<file path="src/sv/cicdi_rate.sv">
// Rate change between the two cell rows: keeps every R-th item when decimating,
// expands each item to R items (value then zeros) when interpolating. No dependencies.
module cicdi_rate #(
	parameter int W  = 64,
	parameter int RW = 6
) (
	input  logic          clk,
	input  logic          arst_n,
	input  logic          interp,
	input  logic [RW-1:0] r_m1,
	input  logic          up_valid,
	input  logic [W-1:0]  up_data,
	output logic          up_ready,
	output logic          dn_valid,
	output logic [W-1:0]  dn_data,
	output logic          dn_last,
	input  logic          dn_ready
);

	logic [W-1:0]  slot_q [2];
	logic [1:0]    cnt_q;
	logic [RW-1:0] k_q;
	logic [RW-1:0] phase_q;
	logic          take;
	logic          keep;
	logic          head_last;
	logic          fire;
	logic          pop;
	logic          push;
	logic          wr_idx;

	// Two-slot buffer: ready depends on fill only, so the rows stay decoupled
	assign up_ready  = (cnt_q != 2'd2);
	assign take      = up_valid && up_ready;
	assign keep      = interp || (phase_q == '0);
	assign head_last = !interp || (k_q == r_m1);
	assign dn_valid  = (cnt_q != 2'd0);
	assign dn_data   = (interp && (k_q != '0)) ? '0 : slot_q[0];
	assign dn_last   = head_last;
	assign fire      = dn_valid && dn_ready;
	assign pop       = fire && head_last;
	assign push      = take && keep;
	assign wr_idx    = (cnt_q == 2'd1) && !pop;

	always_ff @(posedge clk or negedge arst_n) begin
		if (!arst_n) begin
			cnt_q   <= 2'd0;
			k_q     <= '0;
			phase_q <= '0;
		end else begin
			cnt_q <= cnt_q + {1'b0, push} - {1'b0, pop};
			// position inside the expanded run
			if (fire) begin
				k_q <= head_last ? '0 : k_q + 1'b1;
			end
			// decimation phase; wraps at once if R shrank below it
			if (take && !interp) begin
				phase_q <= (phase_q >= r_m1) ? '0 : phase_q + 1'b1;
			end
		end
	end

	always_ff @(posedge clk) begin
		if (push && !wr_idx) begin
			slot_q[0] <= up_data;
		end else if (pop) begin
			slot_q[0] <= slot_q[1];
		end
		if (push && wr_idx) begin
			slot_q[1] <= up_data;
		end
	end

endmodule

</file>
<file path="config.mk">
export PLATFORM = sky130hd
export DESIGN_NAME = cicdi_rate
export DESIGN_NICKNAME = d
export VERILOG_FILES = /design/src/sv/cicdi_rate.sv
export SDC_FILE = /design/constraint.sdc
export NUM_CORES = 1
export LEC_CHECK = 0
export BUFFER_PORTS_ARGS = -buffer_cell sky130_fd_sc_hd__clkbuf_2
export CAP_MARGIN = 5
export CORE_MARGIN = 5
export CORE_UTILIZATION = 54
export DETAILED_ROUTE_END_ITERATION = 6
export PLACE_DENSITY = 0.8
export SLEW_MARGIN = 10
export SYNTH_ARGS = -nofsm -noshare
export SYNTH_HDL_FRONTEND = slang
export SYNTH_SLANG_ARGS = --single-unit
</file>
<file path="constraint.sdc">
create_clock -name clk -period 8 [get_ports clk]
set_input_delay 0.4 -clock clk [delete_from_list [all_inputs] [get_ports clk]]
set_output_delay 0.4 -clock clk [all_outputs]
set_load 0.05 [all_outputs]
</file>
-- Yosys cells after proc, flatten, opt, wreduce, memory -nomap -nowiden
Memory sizes are Yosys's and may differ from the RTL's.
Index checks and enable logic that the tools add are counted.
Widths: inputs -> output; s select.
- register bits after elaboration: 14
- input port bits: 75
- logic and storage cells: 45
- memories kept: 1
- output and inout port bits: 67
- RAM bits: 128
- equality and inequality tests: 3
- add/subtract/negate cells: 4
- reductions and logical operators: 18
- muxes and demuxes: 14
- $lt $le $gt $ge: 1
- bitwise operators: 1
- memories (memory ; words ; width ; rd ports ; clocked after Yosys merged registers in ; wr ports ; line ; text):
    slot_q ; 2 ; 64 ; 2 ; 0 ; 1 ; 20 ; logic [W-1:0] slot_q [2];
- operators with widths (kind ; count):
    $mux 64 ; 3
    $reduce_or 64->1 ; 1
    $add 6x1->6 const B ; 2
    $mux 6 ; 2
    $logic_and 1x1->1 ; 9
    $mux 1 ; 9
    $eq 6x6->1 ; 1
    $ge 6x6->1 ; 1
    $logic_not 6->1 ; 1
    $reduce_bool 6->1 ; 1
    $logic_not 1->1 ; 3
    $add 2x1->2 ; 1
    $eq 2x1->1 const B ; 1
    $logic_or 1x1->1 ; 2
    $ne 2x2->1 const B ; 1
    $reduce_bool 2->1 ; 1
    $sub 2x1->2 ; 1
    $or 1x1->1 ; 1

-- Depth between registers and ports, before layout
- word-level depth: 11
- mapped depth: 10

-- Worst setup path after synthesis
Ideal clock, no wire load.
- path kind: register to register
- start point: register phase_q[0]
- end point: memory slot_q[1][36], in the netlist slot_q[0][100] (enable)
- library setup time: 0.581 ns
- data arrival time: 5.807 ns
- data required time: 7.419 ns
- period minus slack after synthesis: 6.389 ns
- cell stages (with the launch flop): 6
- path slack: 1.611 ns
- path buffers: 0
- cells stage by stage: dfrtp_1 inv_1 ha_1 nor3b_1 o2111ai_1 a211oi_1
- cells in the longest elaborated chain, start to end: 8
- elaborated cells on any way between the ends: 15
- RTL lines (what ; line ; text):
    start, declared ; 23 ; logic [RW-1:0] phase_q;
    start signal, assigned ; 58 ; phase_q <= (phase_q >= r_m1) ? '0 : phase_q + 1'b1;
    $logic_not 6->1 * ; 35 ; assign keep = interp || (phase_q == '0);
    $logic_or 1x1->1 * ; 35 ;
    $logic_and 1x1->1 * ; 42 ; assign push = take && keep;
    $logic_and 1x1->1, on equally long branches ; 69, 64 ;
    $mux 1, on equally long branches ; 69, 64 ;
    $mux 1, on equally long branches ; 70, 65, 67 ;
    $reduce_or 64->1 (no source line) / $or 1x1->1 (equally long branches) ; - ;
    $mux 1 (no source line) ; - ;
    end, declared ; 20 ;
Mark *: on every way between the ends. The rest lies on a longest branch, timed or not.

-- Worst setup path in the final report
- start point: register k_q[2]
- end point: output dn_data[1]
- cells in the longest elaborated chain, start to end: 3
- RTL lines (what ; line ; text):
    start, declared ; 22 ; logic [RW-1:0] k_q;
    start signal, assigned ; 54 ; k_q <= head_last ? '0 : k_q + 1'b1;
    $reduce_bool 6->1 ; 38 ; assign dn_data = (interp && (k_q != '0)) ? '0 : slot_q[0];
    $logic_and 1x1->1 ; 38 ;
    $mux 64 ; 38 ;
    end, declared ; 15 ; output logic [W-1:0] dn_data,
No other way between the ends.

==> flow_metrics.py <==
metrics = {
    "timing": {
        "finalSetupViolations": 0,
        "worstMarginPinSlew_ns": 0.956,
        "finalClockSkew_ns": 0.00697,
        "timing.final.hold_violations": 0,
        "timing.final.ws_setup_ns": 4.97,
        "maxSlewHeadroom_pct": 35.9,
        "drv_slew": 0,
        "min_period_ns": 3.03,
        "grt_setup_unrepaired": "false",
        "clock.fmax_ghz": 0.330,
        "fin_crit_sh_pct": 37.9,
        "setup_tns_ns": 0,
    },
    "power_and_ir_drop": {
        "power_frac_comb_pct": 37.3,
        "seqPwrFrac_pct": 36.2,
        "power_mw": 2.87,
        "p_leak_nw": 3.00,
        "clkPwrFrac_pct": 26.5,
        "power.density_nw_per_um2": 371,
        "cell_internal_pwr_mw": 1.72,
        "switchingPower_mw": 1.15,
        "sw_frac_of_total_pct": 40.1,
        "ir_drop_mv": 0.231,
    },
    "setup_path": {
        "worstSetupPathType": "flip-flop to output pin",
        "cp.arrival_ns": 2.63,
        "critical_path.endpoint_type": "output pin",
        "worst-endpoint-required_ns": 7.60,
        "start_kind": "flip-flop",
        "worst-path-max-fanout": 64,
    },
    "yosys": {
        "ys_async_sr_fraction_pct": 9.86,
        "synth_common_cells": "edfxtp_1 (128), and2_1 (64), mux2_2 (64)",
        "syn-cell-area_sq_um": 6310,
        "netlist_instances": 417,
        "syn-num-nets": 504,
        "synth_cell_type_count": 48,
        "yosysSeqAreaShare_pct": 66.5,
        "synth_top_cell_area_share_pct": 60.9,
        "synthTopCellsByArea": "edfxtp_1 (61%), mux2_2 (11%), and2_1 (6.3%), dfrtp_1 (5.6%), ha_1 (2.4%)",
        "syn_avg_cell_area_sq_um": 15.1,
        "synth_area_leader_cell": "edfxtp_1",
        "yosys_most_used_dff": "edfxtp_1",
        "ys_ff_latch": 142,
        "yosysMostFrequentCell": "edfxtp_1",
        "yosys_warnings": 0,
        "synth_edf_count": 128,
    },
    "route": {
        "drt_wl_total_um": 12900,
        "postRouteAntennaNets": 0,
        "viasPerCell": 5.44,
        "firstDrtPassIters": 5,
        "wl_per_cell_um": 18.0,
        "drc": 0,
        "vias": 3900,
        "first_iter_violations": 172,
    },
    "clock_tree": {
        "cts_buffer_depth": 2,
        "cts_buffers": 17,
        "cts_tree": "built",
        "cts.sinks": 142,
        "clk_latency_ns": 0.42,
        "clock-root-buffer": "clkbuf_16",
        "ctsResizeCount": 0,
        "cts.htree.levels": 4,
        "clk_pin_slew_ns": 0.06,
    },
    "floorplan": {
        "die_area_sq_um": 13900,
        "fp-row-count": 39,
        "initial_utilization_pct": 55.2,
        "core_sq_um": 11400,
        "die_h_um": 118,
        "ios": 142,
        "dieWidth_um": 118,
    },
    "global_route": {
        "grt_use_met2_pct": 30.1,
        "grt_pass1_wl_um": 20700,
        "busiest_layer": "met2",
        "first_global_vias": 3993,
        "grt_start_max_net_pins": 65,
        "grt_use_total_pct": 18.9,
        "use_met1_pct": 23.1,
        "antenna_found_initial": 0,
        "use_met3_pct": 6.73,
        "overflow": 0,
    },
    "cells_and_area": {
        "antennaDiodeCount": 0,
        "nNetsFinal": 648,
        "final_cells": 717,
        "fin_area_sq_um": 7720,
        "area_growth_pct": 22.5,
        "drive_above_1_share_pct": 43.9,
    },
    "placement": {
        "dp_worst_setup_slack_ns": 4.89,
        "port_buffers": 141,
        "place_area_sq_um": 7140,
        "hpwl_um": 8410,
        "placedCellCount": 684,
        "gp_congestion": 0.787,
    },
    "status": {
        "status": "finished, final reports clean",
    },
    "hold_path": {
        "hp-class": "primary input to flip-flop",
    },
    "flow_run": {
        "maxCapViolCount": 0,
    },
}
-- layout by cell type, fill, tap and decap left out, drive strengths merged, types with 5 or more instances in the layout --
master,synthesis,routed
nor2,8,8
edfxtp,128,128
xnor2,6,6
o2111ai,6,6
nand3,11,11
dfrtp,14,14
ha,12,12
clkbuf,1,159
nand2,18,18
clkinvlp,0,5
inv,16,17
mux2,64,64
o211ai,6,6
o21ai,9,9
clkinv,0,6
and2,64,64
-- through the flow --
step	utilization, %	hold slack, ns
final	67.7	0.168
after global routing	67.7	0.149
after CTS	67.7	0.148
after detailed placement	62.5	0.335
after global placement	62.5	0.327
after floorplan	-	0.104
-- worst paths after layout --
kind / from / to / slack [ns] / depth (start not counted)
max: k_q[2] / dn_data[1] / 4.97 / 5
min: up_data[13] / slot_q[0][77] / 0.17 / 1
max reg2reg: k_q[4] / slot_q[0][40] / 4.97 / 6
min reg2reg: slot_q[0][69] / slot_q[0][5] / 0.54 / 1
max in group asynchronous: arst_n / k_q[1] / 7.28 / 2
min in group asynchronous: arst_n / phase_q[4] / 0.43 / 2
-- logic make-up (layout without fill, tap and decap cells) --
group | count (synthesis) | in the layout | share of synthesized area, %
flops | 142 | 142 | 66.5
xor+xnor | 8 | 8 | 1.35
mux | 64 | 64 | 11.4
buf+inv | 35 | 192 | 2.58
fa+ha+maj | 12 | 12 | 2.38
compound gates | 37 | 37 | 4.74
simple gates | 119 | 119 | 11.0
-- registers in the layout (all words and copies together) (netlist names) --
register / flops
slot_q: 128
cnt_q: 2
k_q: 6
phase_q: 6
-- layout make-up --
type | instances | area (sq um)
flip-flops and latches | 142 | 4190
fillers | 828 | 3690
inverters | 16 | 60.1
clock buffers | 18 | 429
clock inverters | 14 | 145
repair buffers | 144 | 731
well taps | 143 | 179
multi-input cells | 240 | 1990
-- per-layer routing --
metal	share of wire, %	up-vias
met4	2.7	0
met3	7.7	28
met1	40	1881
met5	0	-
li1	-	1835
met2	49	156
-- power by group through the flow --
| stage | Sequential [mW] | Clock (mW) | Combinational [mW] |
|---|---|---|---|
| after floorplan | 1.03 | 0 | 0.855 |
| after global placement | 1.04 | 0 | 1.06 |
| after detailed placement | 1.05 | 0 | 1.08 |
| after CTS | 1.04 | 0.774 | 1.08 |
| after global routing | 1.05 | 0.806 | 1.14 |
| final | 1.04 | 0.760 | 1.07 |
-- worst max-delay path, cell delays in order, from the launching register on --
cell      delay, ns
dfrtp_1        0.47
nor4_1         0.35
nand2_1        0.11
nand2_2        0.70
and2_1         0.27
clkbuf_2       0.29
-- timing repair --
action,in CTS,in global routing
hold endpoints to repair,14,0
setup buffers,0,0
hold buffers,1,0
No activity file was read; power rests on OpenSTA's default activity.
