--- src/sv/cicdi_cell.sv ---
// One CIC stage cell: an integrator or a comb with its own state register.
// Hands its result to the next cell each cycle unless the next cell stalls; depends on nothing else.
module cicdi_cell #(
	parameter int W       = 64,
	parameter bit IS_COMB = 1'b0
) (
	input  logic         clk,
	input  logic         arst_n,
	input  logic         en,
	input  logic         up_valid,
	input  logic [W-1:0] up_data,
	input  logic         up_last,
	output logic         up_ready,
	output logic         dn_valid,
	output logic [W-1:0] dn_data,
	output logic         dn_last,
	input  logic         dn_ready
);

	logic         valid_q;
	logic [W-1:0] data_q;
	logic         last_q;
	logic [W-1:0] state_q;
	logic         take;
	logic [W-1:0] sum;
	logic [W-1:0] diff;

	assign up_ready = !valid_q || dn_ready;
	assign take     = up_valid && up_ready;
	assign sum      = state_q + up_data;
	assign diff     = up_data - state_q;

	// Stage state: running sum or previous input; idle stages keep theirs
	always_ff @(posedge clk or negedge arst_n) begin
		if (!arst_n) begin
			state_q <= '0;
		end else if (take && en) begin
			state_q <= IS_COMB ? up_data : sum;
		end
	end

	always_ff @(posedge clk or negedge arst_n) begin
		if (!arst_n) begin
			valid_q <= 1'b0;
		end else if (up_ready) begin
			valid_q <= up_valid;
		end
	end

	// Item register; a stage past the active count passes the item through
	always_ff @(posedge clk) begin
		if (take) begin
			if (!en) begin
				data_q <= up_data;
			end else begin
				data_q <= IS_COMB ? diff : sum;
			end
			last_q <= up_last;
		end
	end

	assign dn_valid = valid_q;
	assign dn_data  = data_q;
	assign dn_last  = last_q;

endmodule

--- config.mk ---
export PLATFORM = sky130hd
export DESIGN_NAME = cicdi_cell
export DESIGN_NICKNAME = d
export VERILOG_FILES = /design/src/sv/cicdi_cell.sv
export SDC_FILE = /design/constraint.sdc
export NUM_CORES = 1
export LEC_CHECK = 0
export BUFFER_PORTS_ARGS = -buffer_cell sky130_fd_sc_hd__buf_2
export CAP_MARGIN = 20
export CORE_MARGIN = 3
export CORE_UTILIZATION = 52
export CTS_CLUSTER_DIAMETER = 50
export DETAILED_ROUTE_END_ITERATION = 12
export PLACE_DENSITY = 0.81
export SLEW_MARGIN = 20
export SYNTH_ARGS = -nofsm -noshare
export SYNTH_HDL_FRONTEND = slang
export SYNTH_SLANG_ARGS = --single-unit
--- constraint.sdc ---
create_clock -name clk -period 5.2 [get_ports clk]
set_clock_uncertainty 0.05 [all_clocks]
set_input_delay 0.26 -clock clk [delete_from_list [all_inputs] [get_ports clk]]
set_output_delay 0.26 -clock clk [all_outputs]
set_load 0.05 [all_outputs]
# --- After elaboration in Yosys (flattened, before gate mapping) ---
# Index checks and enable logic that the tools add are counted.
word_totals:
  wordCells: 10
  out_inout_bits: 67
  inputBits: 70
  regBits: 130
op_classes:
  n_reduce_logical: 4
  n_mux: 1
  n_addsub: 1
op_table:
  columns: ["operator", "n"]
  rows:
  - ["$add 64x64->64", 1]
  - ["$mux 64", 1]
  - ["$logic_and 1x1->1", 2]
  - ["$logic_not 1->1", 1]
  - ["$logic_or 1x1->1", 1]

# --- Logic depth before layout (Yosys ltp) ---
# Gate-level depths: netlist of run 1.
depth:
  depth_word: 4
  mapped_depth: 12
  ltp_nobuf: 12

# --- Worst setup path before layout of run 1 ---
# No wires, ideal clock.
synth_path:
  path_kind: "reg-to-reg"
  startpoint: "register valid_q, in the netlist dn_valid"
  endpoint: "register state_q[57]"
  synth_period_minus_slack_ps: 3637
  stages_incl_launch_ff: 8
  t_arrival_ps: 3459
  setup_slack_ps: 1563
  path_buffers: 2
  t_required_ps: 5021
  setup_time_ps: 129
  cell_sequence: "dfrtp_1 -> nand2b_1 -> and2_1 -> nand2_1 -> clkbuf_1 -> buf_1 -> nand2_1 -> o21ai_1"
synth_between:
  elab_chain_len: 4
synth_lines:
  columns: ["item", "line_no", "source"]
  rows:
  - ["from (decl)", "20", "logic valid_q;"]
  - ["from (signal assigned)", "46", "valid_q <= up_valid;"]
  - ["$logic_not 1->1", "28", "assign up_ready = !valid_q || dn_ready;"]
  - ["$logic_or 1x1->1", "28", null]
  - ["net up_ready", "13", "output logic up_ready,"]
  - ["$logic_and 1x1->1", "29", "assign take = up_valid && up_ready;"]
  - ["net take", "24", "logic take;"]
  - ["$logic_and 1x1->1", "37", "end else if (take && en) begin"]
  - ["to (signal assigned)", "38", "state_q <= IS_COMB ? up_data : sum;"]
  - ["to (decl)", "23", "logic [W-1:0] state_q;"]
# The timed path passes the listed nets, and every way through them passes these cells.
# A chain may end at the register's enable or synchronous reset.

# --- Worst setup path after layout of run 1 ---
layout_path:
  startpoint: "register state_q[0]"
  endpoint: "register data_q[48], in the netlist dn_data[48], data pin"
layout_between:
  elab_chain_len: 2
layout_lines:
  columns: ["item", "line_no", "source"]
  rows:
  - ["$add 64x64->64", "30", "assign sum = state_q + up_data;"]
  - ["$mux 64", "53", "if (!en) begin"]
  - ["to (signal assigned)", "54", "data_q <= up_data;"]
  - ["to (signal assigned)", "56", "data_q <= IS_COMB ? diff : sum;"]
  - ["to (decl)", "21", "logic [W-1:0] data_q;"]
# No other way between the ends.

==> metrics.yaml, run 1 <==
async_reset_ff_share_pct: 50.0
synthTopCellsByArea: "edfxtp_1 22%, dfrtp_1 18%, mux2_2 8.9%"
drt_iter0_drc: 605
die_height_um: 137
power.leakage_nw: 4.71
drc: 0
synth_warnings: 0
syn_area_um2: 8990
r2r_cells: 12
cts_buffer_depth: 2
endpoint_kind: "flop"
maxCapViolCount: 0
slowest_stage: "a221oi_2"
r2r_start: "state_q[0]$_DFFE_PN0P_"
rows: 47
clock_sinks: 130
final_nets: 1201
wl_um: 22400
finalSetupViolCount: 0
clk_pin_slew_worst_paths_ns: 0.06
synth-edff-count: 65
die_area_um2: 18900
vias: 7645
num_antenna_cells: 0
status: "finished, final reports clean"
fin_setup_tns_ns: 0
placed_cell_area_um2: 9810
htreeDepth: 4
core_area_um2: 16800
ys_ff_latch: 130
reg2reg_slack_ns: 1.61
synth_fp_nets: 1083
dpl_worst_slack_ns: 1.59
clock.fmax_ghz: 0.279
fillers: 1388
crit_chain: "ha_1, fa_1, a21o_1, a221oi_2, or3b_1, a31oi_1, a31oi_1, nand2_1, a21oi_1, o21a_1, xnor2_1, mux2_2"
crit_type: "flop to flop"
io_pins: 137
tightest_slew_ns: 0.924
port_buffers: 136
grt_remaining_overflow: 0
power_density_nw_per_um2: 649
cp_common_cell: "a31oi_1"
antenna_found_initial: 0
min_path_type: "primary input to async pin"
multi_input_area_um2: 5160
ys_top_cells_by_count: "193 x nand2_1, 77 x a21oi_1, 71 x mux2_2, 65 x dfrtp_1, 65 x edfxtp_1"
seq_area_um2: 3580
slew_headroom_pct: 38.4
synth-seq-area-share_pct: 39.8
syn_to_final_growth_pct: 15.5
required_ns: 5.33
fin_hold_ws_ns: 0.00907
start_util_pct: 53.6
firstDrtPassIters: 5
hold_viol: 0
synth.most_common_cell: "nand2_1"
synth_ff_type: "edfxtp_1"
track_usage_pct: 24.5
crit_family: "compound AO/OA/AOI/OAI gates"
gp_congestion: 0.906
synth.top_cell.area_share_pct: 21.7
grt_max_degree: 66
cp.buffers_inverters: 0
ir_drop_mv: 0.288
cpPeakStageDelay_ns: 0.41
numCtsBuffers: 17
drive_above_1_share_pct: 24.1
fin_crit_sh_pct: 69.0
yosysUniqueCellTypes: 64
dpl.hpwl_um: 15900
setup_slack_ns: 1.61
grt_pass1_vias: 7577
rsz0062_at_grt: "no"
crit_fanout: 4
clock_latency_ns: 0.43
design_area_um2: 10400
ant_nets: 0
slew_violations: 0
die_x_um: 137
timing.rr.end: "dn_data[48]$_DFFE_PP_"
grt_pass1_wl_um: 37100
period_needed_ns: 3.59
start_kind: "flop"
synth_top_cell_by_area: "edfxtp_1"
cts_root_buffer: "clkbuf_16"
syn_area_per_cell_um2: 9.47
cts_tree: "yes"
total_power_mw: 6.74
vias_per_cell: 5.89
cp.arrival_ns: 3.72
synthCells: 949
wl_per_cell_um: 17.2
kinds of logic after synthesis:
kind of cell / Yosys count / share of synthesized area (%)
and+or+nand+nor: 319 / 15.7
AOI/OAI and AO/OA: 237 / 17.7
DFF: 130 / 39.8
muxes: 71 / 8.90
buffers and inverters: 66 / 2.87
adders and majority gates: 64 / 8.99
xor gates and xnor gates: 62 / 6.04
worst reg2reg max path, stage by stage, from the launching register on:
cell	delay [ns]
dfrtp_1	0.38
ha_1	0.23
fa_1	0.40
a21o_1	0.21
a221oi_2	0.41
or3b_1	0.21
a31oi_1	0.09
a31oi_1	0.27
nand2_1	0.21
a21oi_1	0.33
o21a_1	0.20
xnor2_1	0.09
mux2_2	0.28
worst max-delay path by stage:
stage                                       from                 endpoint  slack [ns]  cells after the start
after floorplan             dn_valid$_DFFE_PN0N_  state_q[57]$_DFFE_PN0P_        1.56                      7
after detailed placement              up_data[0]    dn_data[56]$_DFFE_PP_        1.59                     13
final                     state_q[0]$_DFFE_PN0P_    dn_data[48]$_DFFE_PP_        1.61                     12
after global routing      state_q[0]$_DFFE_PN0P_    dn_data[56]$_DFFE_PP_        1.32                     12
after CTS                 state_q[0]$_DFFE_PN0P_    dn_data[48]$_DFFE_PP_        1.59                     12
after global placement                up_data[0]    dn_data[56]$_DFFE_PP_        1.69                     13
state kept, by name, summed over array words and instances (netlist names):
signal / flops
dn_valid: 1
dn_data: 64
dn_last: 1
state_q: 64
timing repair:
| action | 4_1_cts | 5_1_grt |
|---|---|---|
| endpoints found under the hold margin | 2 | 0 |
| setup buffers | 0 | 0 |
| resized for setup | 0 | 0 |
| hold buffers | 2 | 0 |
stage by stage:
| stage | utilization, % | std cells |
|---|---|---|
| 2_1_floorplan | - | 949 |
| 3_3_place_gp | 58.6 | 1266 |
| 3_5_place_dp | 58.6 | 1266 |
| 4_1_cts | 61.9 | 1299 |
| 5_1_grt | 61.9 | 1299 |
| 6_report | 61.9 | 1299 |
where the power goes:
| part | switching, mW | internal [mW] | total (mW) |
|---|---|---|---|
| clock | 0.439 | 0.707 | 1.15 |
| sequential | 0.169 | 1.54 | 1.71 |
| combinational | 2.43 | 1.46 | 3.88 |
cells in the final DEF (no fill, tap or decap), types with 4 or more instances in the layout:
master / count
nor3_1: 11
buf_4: 6
dfrtp_1: 65
nand3_1: 14
a211oi_1: 4
o21ai_0: 34
mux2_2: 71
o31ai_1: 7
a21o_1: 36
ha_1: 63
edfxtp_1: 65
clkbuf_1: 5
o21bai_1: 14
a221oi_1: 5
nor2b_1: 5
nand2_1: 192
nor2_1: 40
o21ai_1: 6
xor2_1: 28
o21a_1: 8
o211ai_1: 5
nand4_1: 20
xnor2_1: 34
inv_1: 21
and2_1: 6
a31oi_1: 9
nand2b_1: 7
or3_1: 4
buf_2: 136
clkbuf_16: 17
a21oi_1: 77
cell type report:
type / count / area share, %
Sequential cell: 130 / 34.5
Multi-Input combinational cell: 753 / 49.7
Timing Repair Buffer: 144 / 7.19
Inverter: 21 / 0.759
Tap cell: 220 / 2.65
Clock inverter: 8 / 0.832
Clock buffer: 23 / 4.41
per-layer routing:
layer / wire [um] / vias to the layer above / GRT usage, %
met5: 0 / - / 0
met4: 333 / 0 / 6.98
met3: 1410 / 37 / 4.42
met2: 10700 / 290 / 40.5
met1: 9930 / 3643 / 33.0
li1: - / 3675 / -
Power figures use the tool's default switching activity.
==> run 2: changes to the inputs <==
- clock period: 5.2 -> 3.4 ns (I/O delays scaled with it)
==> metrics.yaml, run 2 (synthesis gave the netlist of run 1 again) <==
crit_type: "flop to flop"
p_seq_share_pct: 24.1  # -1.2 points
cts_tree: "yes"
final_common_cell: "nand2_1"
r2r_cells: 12  # unchanged
track_usage_pct: 24.6  # +0.13 points
gp_congestion: 0.932  # +2.9%
final_nets: 1223  # +1.8%
combPwrFrac_pct: 57.2  # -0.4 points
design_area_um2: 10800  # +3.9%
ir_drop_mv: 0.472  # +64%
internal_power_mw: 6.09  # +64%
cpPeakStageDelay_ns: 0.38  # -0.03 ns
slew_violations: 0  # unchanged
port_buffers: 136  # unchanged
min_path_cells: 2
cts_buffer_depth: 2  # unchanged
start_util_pct: 53.6  # unchanged
setup_slack_ns: 0.155  # -1.45 ns
grt_max_degree: 45  # -32%
clk_pin_slew_worst_paths_ns: 0.06  # about the same
period_needed_ns: 3.25  # -0.345 ns
grt_pass1_wl_um: 37000  # -0.21%
crit_family: "compound AO/OA/AOI/OAI gates"
drc: 0  # unchanged
clock.fmax_ghz: 0.308  # +11%
wl_um: 23000  # +2.5%
endpoint_kind: "flop"
drive_above_1_share_pct: 27.7  # +3.6 points
fin_crit_sh_pct: 95.4  # +26 points
io_pins: 137  # unchanged
hold_viol: 0  # unchanged
ant_nets: 0  # unchanged
cp.arrival_ns: 3.37  # -0.35 ns
dpl_worst_slack_ns: 0.00206  # -1.59 ns
placed_cell_area_um2: 9950  # +1.4%
slowest_stage: "dfrtp_1"
clock_latency_ns: 0.43  # about the same
slew_headroom_pct: 40.1  # +1.7 points
firstDrtPassIters: 5  # unchanged
cp.buffers_inverters: 0  # unchanged
vias_per_cell: 5.84  # -0.76%
vias: 7721  # +0.99%
htreeDepth: 4  # unchanged
core_area_um2: 16800  # unchanged
die_x_um: 137  # unchanged
cts_root_buffer: "clkbuf_16"
clockPowerShare_pct: 18.6  # +1.6 points
rows: 47  # unchanged
start_kind: "flop"
clock_sinks: 130  # unchanged
maxCapViolCount: 0  # unchanged
tightest_slew_ns: 0.899  # -0.0249 ns
drt_iter0_drc: 590  # -2.5%
crit_chain: "ha_1, fa_2, a21o_1, a221oi_4, or3b_4, a31oi_1, a31oi_2, nand2_1, a21oi_2, o21a_1, xnor2_1, mux2_2"
dpl.hpwl_um: 16500  # +3.4%
switching_share_pct: 44.1  # -0.97 points
crit_fanout: 3  # -1
grt_pass1_vias: 7558  # -0.25%
finalSetupViolCount: 0  # unchanged
min_path_type: "primary input to flop"
power_density_nw_per_um2: 1010  # +55%
status: "finished, final reports clean"
syn_to_final_growth_pct: 20.0
die_area_um2: 18900  # unchanged
antenna_found_initial: 0  # unchanged
wl_per_cell_um: 17.4  # +0.69%
required_ns: 3.53  # -1.80 ns
die_height_um: 137  # unchanged
power.leakage_nw: 4.86  # +3.2%
final_cell_mix: "191 x nand2_1, 136 x buf_2, 74 x a21oi_1, 71 x mux2_2"
cp.depth: 12  # unchanged
numCtsBuffers: 17  # unchanged
switching_power_mw: 4.80  # +58%
num_antenna_cells: 0  # unchanged
grt_remaining_overflow: 0  # unchanged
-- run 2: cell count changes in the layout (fill, tap and decap cells not counted), sizes merged --
cell	change
clkinv	-1
bufinv	+3
clkinvlp	+3
buf	+19
dlygate4sd3	+3
clkbuf	-4
-- run 2: worst register-to-register path, stage by stage, from the launching register on --
cell      delay, ns
dfrtp_1        0.38
ha_1           0.23
fa_2           0.37
a21o_1         0.22
a221oi_4       0.31
or3b_4         0.19
a31oi_1        0.09
a31oi_2        0.21
nand2_1        0.19
a21oi_2        0.23
o21a_1         0.17
xnor2_1        0.08
mux2_2         0.26
-- run 2: stage by stage --
stage	hold slack [ns]	cells	power, mW	util [%]	setup TNS, ns
after global placement	0.284	1282	8.43	59.4	0
after global routing	0.0139	1322	11.6	64.3	-0.0399
after floorplan	-0.176	949	7.20	-	0
after detailed placement	0.288	1282	8.56	59.4	0
final	0.0132	1322	10.9	64.3	0
after CTS	0.00523	1319	10.7	63.6	0
-- run 2: power by group through the flow --
| stage | clock network (mW) | registers [mW] | logic (mW) |
|---|---|---|---|
| 4_1_cts | 2.05 | 2.61 | 6.04 |
| 6_report | 2.03 | 2.63 | 6.23 |
| 2_1_floorplan | 0 | 3.25 | 3.95 |
| 3_5_place_dp | 0 | 2.63 | 5.93 |
| 5_1_grt | 2.12 | 2.68 | 6.83 |
| 3_3_place_gp | 0 | 2.61 | 5.83 |
-- run 2: repair_timing --
item                                    4_1_cts  5_1_grt
hold endpoints to repair                     35        0
pin swaps                                     1       10
setup buffers                                 0        3
resized for setup                             1       21
endpoints found under the setup margin        2       20
hold buffers                                  5        0
-- run 2: cell type report --
cell class	count	area, um2
inverter	21	78.8
fill	1335	5980
tap	220	275
clock inverter	13	209
timing repair buffer	166	931
multi-input combinational	753	5270
sequential	130	3580
clock buffer	19	443
-- run 2: worst paths after layout --
check | startpoint | endpoint | slack (ns)
worst max-delay path | state_q[0]$_DFFE_PN0P_ | dn_data[48]$_DFFE_PP_ | 0.15
worst min register to register | state_q[15]$_DFFE_PN0P_ | state_q[15]$_DFFE_PN0P_ | 0.43
worst max register to register | state_q[0]$_DFFE_PN0P_ | dn_data[48]$_DFFE_PP_ | 0.15
worst min-delay path | up_data[43] | dn_data[43]$_DFFE_PP_ | 0.01
min in group asynchronous | arst_n | state_q[43]$_DFFE_PN0P_ | 0.37
max in group asynchronous | arst_n | state_q[23]$_DFFE_PN0P_ | 2.13
-- run 2: layer usage --
| metal | part of all wire, % | vias to the layer above | track usage [%] | wire, um |
|---|---|---|---|---|
| met5 | 0 | - | 0 | 0 |
| met4 | 2.2 | 0 | 8.76 | 507 |
| met3 | 5.6 | 43 | 3.65 | 1280 |
| met2 | 47 | 279 | 40.6 | 10900 |
| met1 | 45 | 3680 | 33.1 | 10300 |
| li1 | - | 3719 | - | - |
